<file path="config.mk">
export PLATFORM = sky130hd
export DESIGN_NAME = cartridge_bank_mapper_scanline_irq_unit
export DESIGN_NICKNAME = d
export VERILOG_FILES = /design/src/hdl/cbm_pkg.sv /design/src/hdl/cartridge_bank_mapper_scanline_irq_unit.sv
export SDC_FILE = /design/constraint.sdc
export NUM_CORES = 1
export LEC_CHECK = 0
export BUFFER_PORTS_ARGS = -buffer_cell sky130_fd_sc_hd__buf_2
export CAP_MARGIN = 20
export CORE_MARGIN = 4
export CORE_UTILIZATION = 40
export CTS_BUF_LIST = sky130_fd_sc_hd__clkbuf_8
export DETAILED_ROUTE_END_ITERATION = 16
export PLACE_DENSITY = 0.58
export SLEW_MARGIN = 20
export SYNTH_ARGS = -nofsm -noshare
export SYNTH_HDL_FRONTEND = slang
export SYNTH_SLANG_ARGS = --single-unit
</file>
<file path="constraint.sdc">
create_clock -name clk_i -period 3.48 [get_ports clk_i]
set_clock_uncertainty 0.2 [all_clocks]
set_input_delay 0 -clock clk_i [delete_from_list [all_inputs] [get_ports clk_i]]
set_output_delay 0 -clock clk_i [all_outputs]
set_load 0.05 [all_outputs]
</file>
<file path="src/hdl/cbm_pkg.sv">
// cbm_pkg: types and constants for the cartridge bank mapper with scanline IRQ.
// No dependencies; imported by cartridge_bank_mapper_scanline_irq_unit.
package cbm_pkg;

  typedef enum logic [1:0] {
    ACT_WRITE   = 2'd0,
    ACT_TICK    = 2'd1,
    ACT_CPU_MAP = 2'd2,
    ACT_PPU_MAP = 2'd3
  } action_e;

  typedef struct packed {
    action_e     action;
    logic [15:0] address;
    logic [7:0]  data;
  } item_t;

  typedef struct packed {
    logic [20:0] mapped_address;
    logic        mapped_valid;
    logic        mirror_select;
    logic        irq_asserted;
  } result_t;

  // register decode, address AND DECODE_MASK
  localparam logic [15:0] DECODE_MASK  = 16'hF001;
  localparam logic [15:0] REG_COMMAND  = 16'h8000;
  localparam logic [15:0] REG_BANK     = 16'h8001;
  localparam logic [15:0] REG_MIRROR   = 16'hA000;
  localparam logic [15:0] REG_LATCH    = 16'hC000;
  localparam logic [15:0] REG_RELOAD   = 16'hC001;
  localparam logic [15:0] REG_IRQ_OFF  = 16'hE000;
  localparam logic [15:0] REG_IRQ_ON   = 16'hE001;

  localparam int unsigned CMD_CHR_1K_BIT = 5;   // command bit: 1 KB CHR slots
  localparam logic [7:0]  BANK_RESET     = 8'hFF;
  localparam logic [7:0]  PRG_FIXED_BANK = 8'hFF;
  localparam logic [15:0] PPU_WINDOW_TOP = 16'h1FFF;

endpackage

</file>
<file path="src/hdl/cartridge_bank_mapper_scanline_irq_unit.sv">
// Results are registered: each accepted transaction's result is captured in the result register and shown at out_o.
// Throughput: one transaction per cycle; decode, bank select and counter update are one
//   level of logic ahead of the result register, and in_stall_o only follows output stall.
// Reset (rst_ni low, async): command/mirror/IRQ state cleared, all sixteen bank
//   registers set to 0xFF, result register empty.
// Depends on cbm_pkg.
module cartridge_bank_mapper_scanline_irq_unit (
  input  logic            clk_i,
  input  logic            rst_ni,
  input  logic            in_valid_i,
  output logic            in_stall_o,
  input  cbm_pkg::item_t  in_i,
  output logic            out_valid_o,
  input  logic            out_stall_i,
  output cbm_pkg::result_t out_o
);
  import cbm_pkg::*;

  // mapper state
  logic [7:0] cmd_q, cmd_d;
  logic       mirror_q, mirror_d;
  logic [7:0] bank_lo_q [8];
  logic [7:0] bank_hi_q [8];
  logic [8:0] cnt_q, cnt_d;          // signed scanline counter
  logic [7:0] latch_q, latch_d;
  logic       irq_en_q, irq_en_d;
  logic       reload_q, reload_d;
  logic       irq_q, irq_d;

  // result register
  logic    out_valid_q;
  result_t out_q, out_d;

  logic        in_fire;
  logic [15:0] dec_addr;
  logic        bank_we;
  logic [2:0]  lo_idx, hi_idx;
  logic [7:0]  lo_bank, hi_bank;
  logic [2:0]  chr_slot;
  logic [7:0]  chr_bank;
  logic [7:0]  prg_bank;
  logic [20:0] map_addr;
  logic        map_hit;

  // The result stage frees up when it is empty or its transaction leaves this cycle.
  assign in_stall_o = out_valid_q & out_stall_i;
  assign in_fire    = in_valid_i & ~in_stall_o;
  assign dec_addr   = in_i.address & DECODE_MASK;

  // ---------------------------------------------------------------------------
  // State update for writes and ticks
  // ---------------------------------------------------------------------------
  always_comb begin
    cmd_d    = cmd_q;
    mirror_d = mirror_q;
    cnt_d    = cnt_q;
    latch_d  = latch_q;
    irq_en_d = irq_en_q;
    reload_d = reload_q;
    irq_d    = irq_q;
    bank_we  = 1'b0;
    if (in_fire && in_i.action == ACT_WRITE) begin
      case (dec_addr)
        REG_COMMAND: cmd_d = in_i.data;
        REG_BANK:    bank_we = 1'b1;
        REG_MIRROR:  mirror_d = in_i.data[0];
        REG_LATCH: begin
          latch_d = in_i.data;
          // reload uses the new latch value
          if (reload_q) cnt_d = {1'b0, in_i.data};
        end
        REG_RELOAD: begin
          reload_d = 1'b1;
          cnt_d    = {1'b0, latch_q};
        end
        REG_IRQ_OFF: begin
          irq_en_d = 1'b0;
          irq_d    = 1'b0;   // acknowledge
          if (reload_q) cnt_d = {1'b0, latch_q};
        end
        REG_IRQ_ON: begin
          irq_en_d = 1'b1;
          if (reload_q) cnt_d = {1'b0, latch_q};
        end
        default: ;
      endcase
    end else if (in_fire && in_i.action == ACT_TICK) begin
      reload_d = 1'b0;
      if (!cnt_q[8]) begin
        cnt_d = cnt_q - 9'd1;
        // counter passes zero into -1
        if (cnt_q == 9'd0 && irq_en_q) begin
          reload_d = 1'b1;
          irq_d    = 1'b1;
        end
      end
    end
  end

  // ---------------------------------------------------------------------------
  // Address translation: one read of each bank register file
  // ---------------------------------------------------------------------------
  assign chr_slot = in_i.address[12:10];

  always_comb begin
    if (in_i.action == ACT_CPU_MAP) begin
      lo_idx = in_i.address[13] ? 3'd7 : 3'd6;
      hi_idx = 3'd7;
    end else begin
      lo_idx = chr_slot[2] ? (chr_slot - 3'd2) : {2'b00, chr_slot[1]};
      hi_idx = {2'b00, chr_slot[1]};
    end
  end

  assign lo_bank = bank_lo_q[lo_idx];
  assign hi_bank = bank_hi_q[hi_idx];

  // odd slots of the lower 4 KB use the high file only in 1 KB mode
  assign chr_bank = (!chr_slot[2] && chr_slot[0]) ? hi_bank : lo_bank;

  always_comb begin
    case (in_i.address[14:13])
      2'd0, 2'd1: prg_bank = lo_bank;
      2'd2:       prg_bank = hi_bank;
      default:    prg_bank = PRG_FIXED_BANK;
    endcase
  end

  always_comb begin
    map_addr = '0;
    map_hit  = 1'b0;
    case (in_i.action)
      ACT_CPU_MAP: begin
        if (in_i.address[15]) begin
          map_hit  = 1'b1;
          map_addr = {prg_bank, in_i.address[12:0]};
        end
      end
      ACT_PPU_MAP: begin
        if (in_i.address <= PPU_WINDOW_TOP) begin
          map_hit = 1'b1;
          if (chr_slot[2] || cmd_q[CMD_CHR_1K_BIT]) begin
            map_addr = {3'b000, chr_bank, in_i.address[9:0]};
          end else begin
            map_addr = {3'b000, lo_bank[7:1], in_i.address[10:0]};
          end
        end
      end
      default: ;
    endcase
  end

  // mirror select (the inverted mirror bit) and IRQ level report the state after the transaction
  always_comb begin
    out_d.mapped_address = map_addr;
    out_d.mapped_valid   = map_hit;
    out_d.mirror_select  = ~mirror_d;
    out_d.irq_asserted   = irq_d;
  end

  // ---------------------------------------------------------------------------
  // Registers
  // ---------------------------------------------------------------------------
  always_ff @(posedge clk_i or negedge rst_ni) begin
    if (!rst_ni) begin
      cmd_q    <= '0;
      mirror_q <= 1'b0;
      cnt_q    <= '0;
      latch_q  <= '0;
      irq_en_q <= 1'b0;
      reload_q <= 1'b0;
      irq_q    <= 1'b0;
      for (int i = 0; i < 8; i++) begin
        bank_lo_q[i] <= BANK_RESET;
        bank_hi_q[i] <= BANK_RESET;
      end
    end else begin
      cmd_q    <= cmd_d;
      mirror_q <= mirror_d;
      cnt_q    <= cnt_d;
      latch_q  <= latch_d;
      irq_en_q <= irq_en_d;
      reload_q <= reload_d;
      irq_q    <= irq_d;
      if (bank_we) begin
        if (cmd_q[3]) bank_hi_q[cmd_q[2:0]] <= in_i.data;
        else          bank_lo_q[cmd_q[2:0]] <= in_i.data;
      end
    end
  end

  always_ff @(posedge clk_i or negedge rst_ni) begin
    if (!rst_ni) begin
      out_valid_q <= 1'b0;
    end else if (!in_stall_o) begin
      out_valid_q <= in_valid_i;
    end
  end

  always_ff @(posedge clk_i) begin
    if (in_fire) out_q <= out_d;
  end

  assign out_valid_o = out_valid_q;
  assign out_o       = out_q;

  // ---------------------------------------------------------------------------
  // Assertions
  // ---------------------------------------------------------------------------
  // the IRQ line only rises on a scanline tick
  a_irq_rise_on_tick: assert property (@(posedge clk_i) disable iff (!rst_ni)
    $rose(irq_q) |-> $past(in_fire && in_i.action == ACT_TICK))
    else $error("IRQ rose without a tick");

  // a tick on a negative counter leaves it at -1
  a_cnt_parks: assert property (@(posedge clk_i) disable iff (!rst_ni)
    (in_fire && in_i.action == ACT_TICK && cnt_q[8]) |=> (cnt_q == 9'h1FF))
    else $error("negative counter moved on tick");

  // writes and ticks never report a mapped address
  a_nonmap_zero: assert property (@(posedge clk_i) disable iff (!rst_ni)
    (in_fire && !in_i.action[1]) |=> (!out_q.mapped_valid && out_q.mapped_address == '0))
    else $error("non-translate transaction produced a mapping");

  // CPU translate in the upper half always hits
  a_prg_hit: assert property (@(posedge clk_i) disable iff (!rst_ni)
    (in_fire && in_i.action == ACT_CPU_MAP && in_i.address[15]) |=> out_q.mapped_valid)
    else $error("PRG window miss");

endmodule
</file>
==> metrics.txt <==
status=finished, violations left; violated checks=hold timing; DPL Wire Length=12400 um; CTS Hold Bufs=31; number of cell rows=47; cell family with most CP delay=buffers and inverters; routed via count=4948; antenna violations before repair=0; CP max stage delay=580 ps; clk_lat worst skew=460 ps; routed len/inst=20.7 um; CP Class=flip-flop to flip-flop; die width=139 um; Post-synth EDFFs=24; vias in the first global route=5152; Internal=0.00235 W; final net count=676; Net Count, Synth=592; Setup Viol. Count Final=0; Worst Hold Class=input pin to asynchronous set/reset pin; Async SR Flop Fraction=82.7%; Crit path top cell by count=nand2_1; Placer Congestion=0.886; syn_area_per_cell=12.3 um2; max-slew violation count=0; n_diodes=0; CTS resizes=0; Post-CTS Setup Inserts=0; capturing point of the worst reg2reg path=out_o[0]$_DFFE_PP_; Tmin final=2830 ps; Net Sw Power=0.000971 W; sequential power share=53.1%; CTS sink count=139; Yosys top cell area share=33.7%; Critical Path AT=2830 ps; Post-synth top cells=113 x mux2_2, 88 x dfstp_2, 34 x nand2_1, 31 x nor2_1, 29 x mux2i_1; clock-pin slew on the worst setup and hold paths=80 ps; TNS Setup=0 ps; clk root buf=clkbuf_8; worst reg2reg setup slack=650 ps; # Max-Cap Violations=0; static leakage=3.29 nW; final hold slack=-30.3 ps; Comb pwr share=12.5%; Die Area=19300 um2; maximum vdd drop=0.235 mV; Sw Share=29.2%; R2R depth=7; Initial Util=41.1%; fraction of layout instances using a drive strength above 1=47.0%; Synth Flop Type=dfstp_2; CP Max Fanout=25; Hold Vio Cnt, Final=14; YS warnings=0; DRT Pass-1 Iters=4; largest net degree at the start of global routing=81; Req. time, crit path=3480 ps; Clock Power Share=34.4%; Post-Route WL=18100 um; pin slew with the least headroom to its limit=804 ps; Area Overhead vs Synth=16.8%; Post-Syn Instances=560; I/O Buffers=55; sequential share of the synthesized area=54.0%; global router's overall resource usage=19.3%; Slowest cell on crit path=dlygate4sd3_1; DRC=0; worst path bufs/invs=3; Max-slew headroom=46.2%; startpoint type of the worst setup path=flip-flop; cell count along the critical path=7; 1st-iter DRT viols=522; Via density=5.64; largest cells by area after synthesis=dfstp_2 34%, mux2_2 19%, edfxtp_1 10%; Max Fclk=353 MHz; Die Span Y=139 um; Final Cycle Share=81.3%; Clock Path Buffers=2; RSZ-0062 raised after global routing=no; CP endpoint kind=flip-flop; count leader, synth=mux2_2; I/O pin count=56; #FFs+latches synth=139; CTS Buf Count=17; Distinct cells, synth=64; H-tree Lvls=4; total power=0.00332 W; core footprint=16700 um2; Mapped Area=6870 um2; CTS tree=built; remaining global-route overflow=0; Pwr per Cell Area=414 nW/um2; worst-path cell chain=a21bo_2 > clkinv_2 > buf_4 > nand2_1 > o41ai_1 > nand2_1 > dlygate4sd3_1; worst r2r src=out_valid_o$_DFFE_PN0N_; first-pass GRT wire length=29300 um; Antenna Nets Post-Route=0; largest area contributor in the netlist=dfstp_2
worst reg2reg max path, delay by kind of cell, from the launching register on:
kind                   cells  cell delay (ps)
buffers and inverters      3             1000
AO/OA/AOI/OAI              2              650
flip-flops                 1              390
AND/OR/NAND/NOR            2              330
power groups by stage:
stage | logic [W] | clock network, W | registers (W)
6_report | 0.000414 | 0.00114 | 0.00176
2_1_floorplan | 0.000196 | 0 | 0.00183
3_3_place_gp | 0.000380 | 0 | 0.00179
5_1_grt | 0.000451 | 0.00125 | 0.00177
4_1_cts | 0.000412 | 0.00118 | 0.00176
3_5_place_dp | 0.000383 | 0 | 0.00179
stage by stage:
stage	worst slack, ps	instance area, um2	utilization (%)	std cells
after floorplan	786	6870	-	560
after global placement	913	7370	44.1	814
after detailed placement	866	7370	44.1	814
after CTS	665	8020	48.0	877
after global routing	494	8020	48.0	877
final	651	8020	48.0	877
cell type report:
type                            instances  area (um2)
Clock buffer                           17         234
Clock inverter                         15         101
Fill cell                            1511        8680
Inverter                               12        46.3
Multi-Input combinational cell        379        3000
Sequential cell                       139        3710
Tap cell                              220         275
Timing Repair Buffer                   95         659
worst max-delay path by stage:
| stage | from | endpoint | slack, ps |
|---|---|---|---|
| 2_1_floorplan | out_valid_o$_DFFE_PN0N_ | bank_hi_q[0]$_DFFE_PN1P_ | 790 |
| 3_3_place_gp | in_i[22] | out_o[15]$_SDFFCE_PN0P_ | 910 |
| 3_5_place_dp | in_i[20] | out_o[19]$_SDFFCE_PN0P_ | 870 |
| 4_1_cts | out_valid_o$_DFFE_PN0N_ | out_o[0]$_DFFE_PP_ | 660 |
| 5_1_grt | out_valid_o$_DFFE_PN0N_ | out_o[0]$_DFFE_PP_ | 490 |
| 6_report | out_valid_o$_DFFE_PN0N_ | out_o[0]$_DFFE_PP_ | 650 |
routing by layer:
| layer | up-vias | track usage [%] | wire (um) |
|---|---|---|---|
| li1 | 2243 | - | - |
| met1 | 2476 | 27.0 | 8290 |
| met2 | 192 | 29.2 | 8140 |
| met3 | 37 | 4.93 | 1210 |
| met4 | 0 | 7.16 | 491 |
| met5 | - | 0 | 0 |
registers in the layout, summed over array words and instances, names as in the netlist:
signal / flops
irq_q: 1
bank_lo_q: 64
mirror_q: 1
reload_q: 1
irq_en_q: 1
latch_q: 8
bank_hi_q: 24
cnt_q: 9
out_valid_o: 1
out_o: 24
cmd_q: 5
cell families after synthesis:
logic type	share of synthesized area, %
AO/OA/AOI/OAI	10.0
adder cells (fa/ha/maj)	0.364
buffers and inverters	2.35
flip-flops	54.0
multiplexers	23.1
AND/OR/NAND/NOR	10.2
placed cells by master, fill, tap and decap left out, types with 9 or more instances in the layout:
cell and instances:
mux2i_1 29, buf_2 54, nor2b_1 18, nor3_1 16, dfrtp_1 27, clkbuf_8 17, o21ai_0 26, dlygate4sd3_1 31
dfstp_2 88, nand2_1 34, inv_1 11, buf_4 9, a21oi_1 16, edfxtp_1 24, mux2_2 113, nor2_1 31
Power figures use the tool's default switching activity.
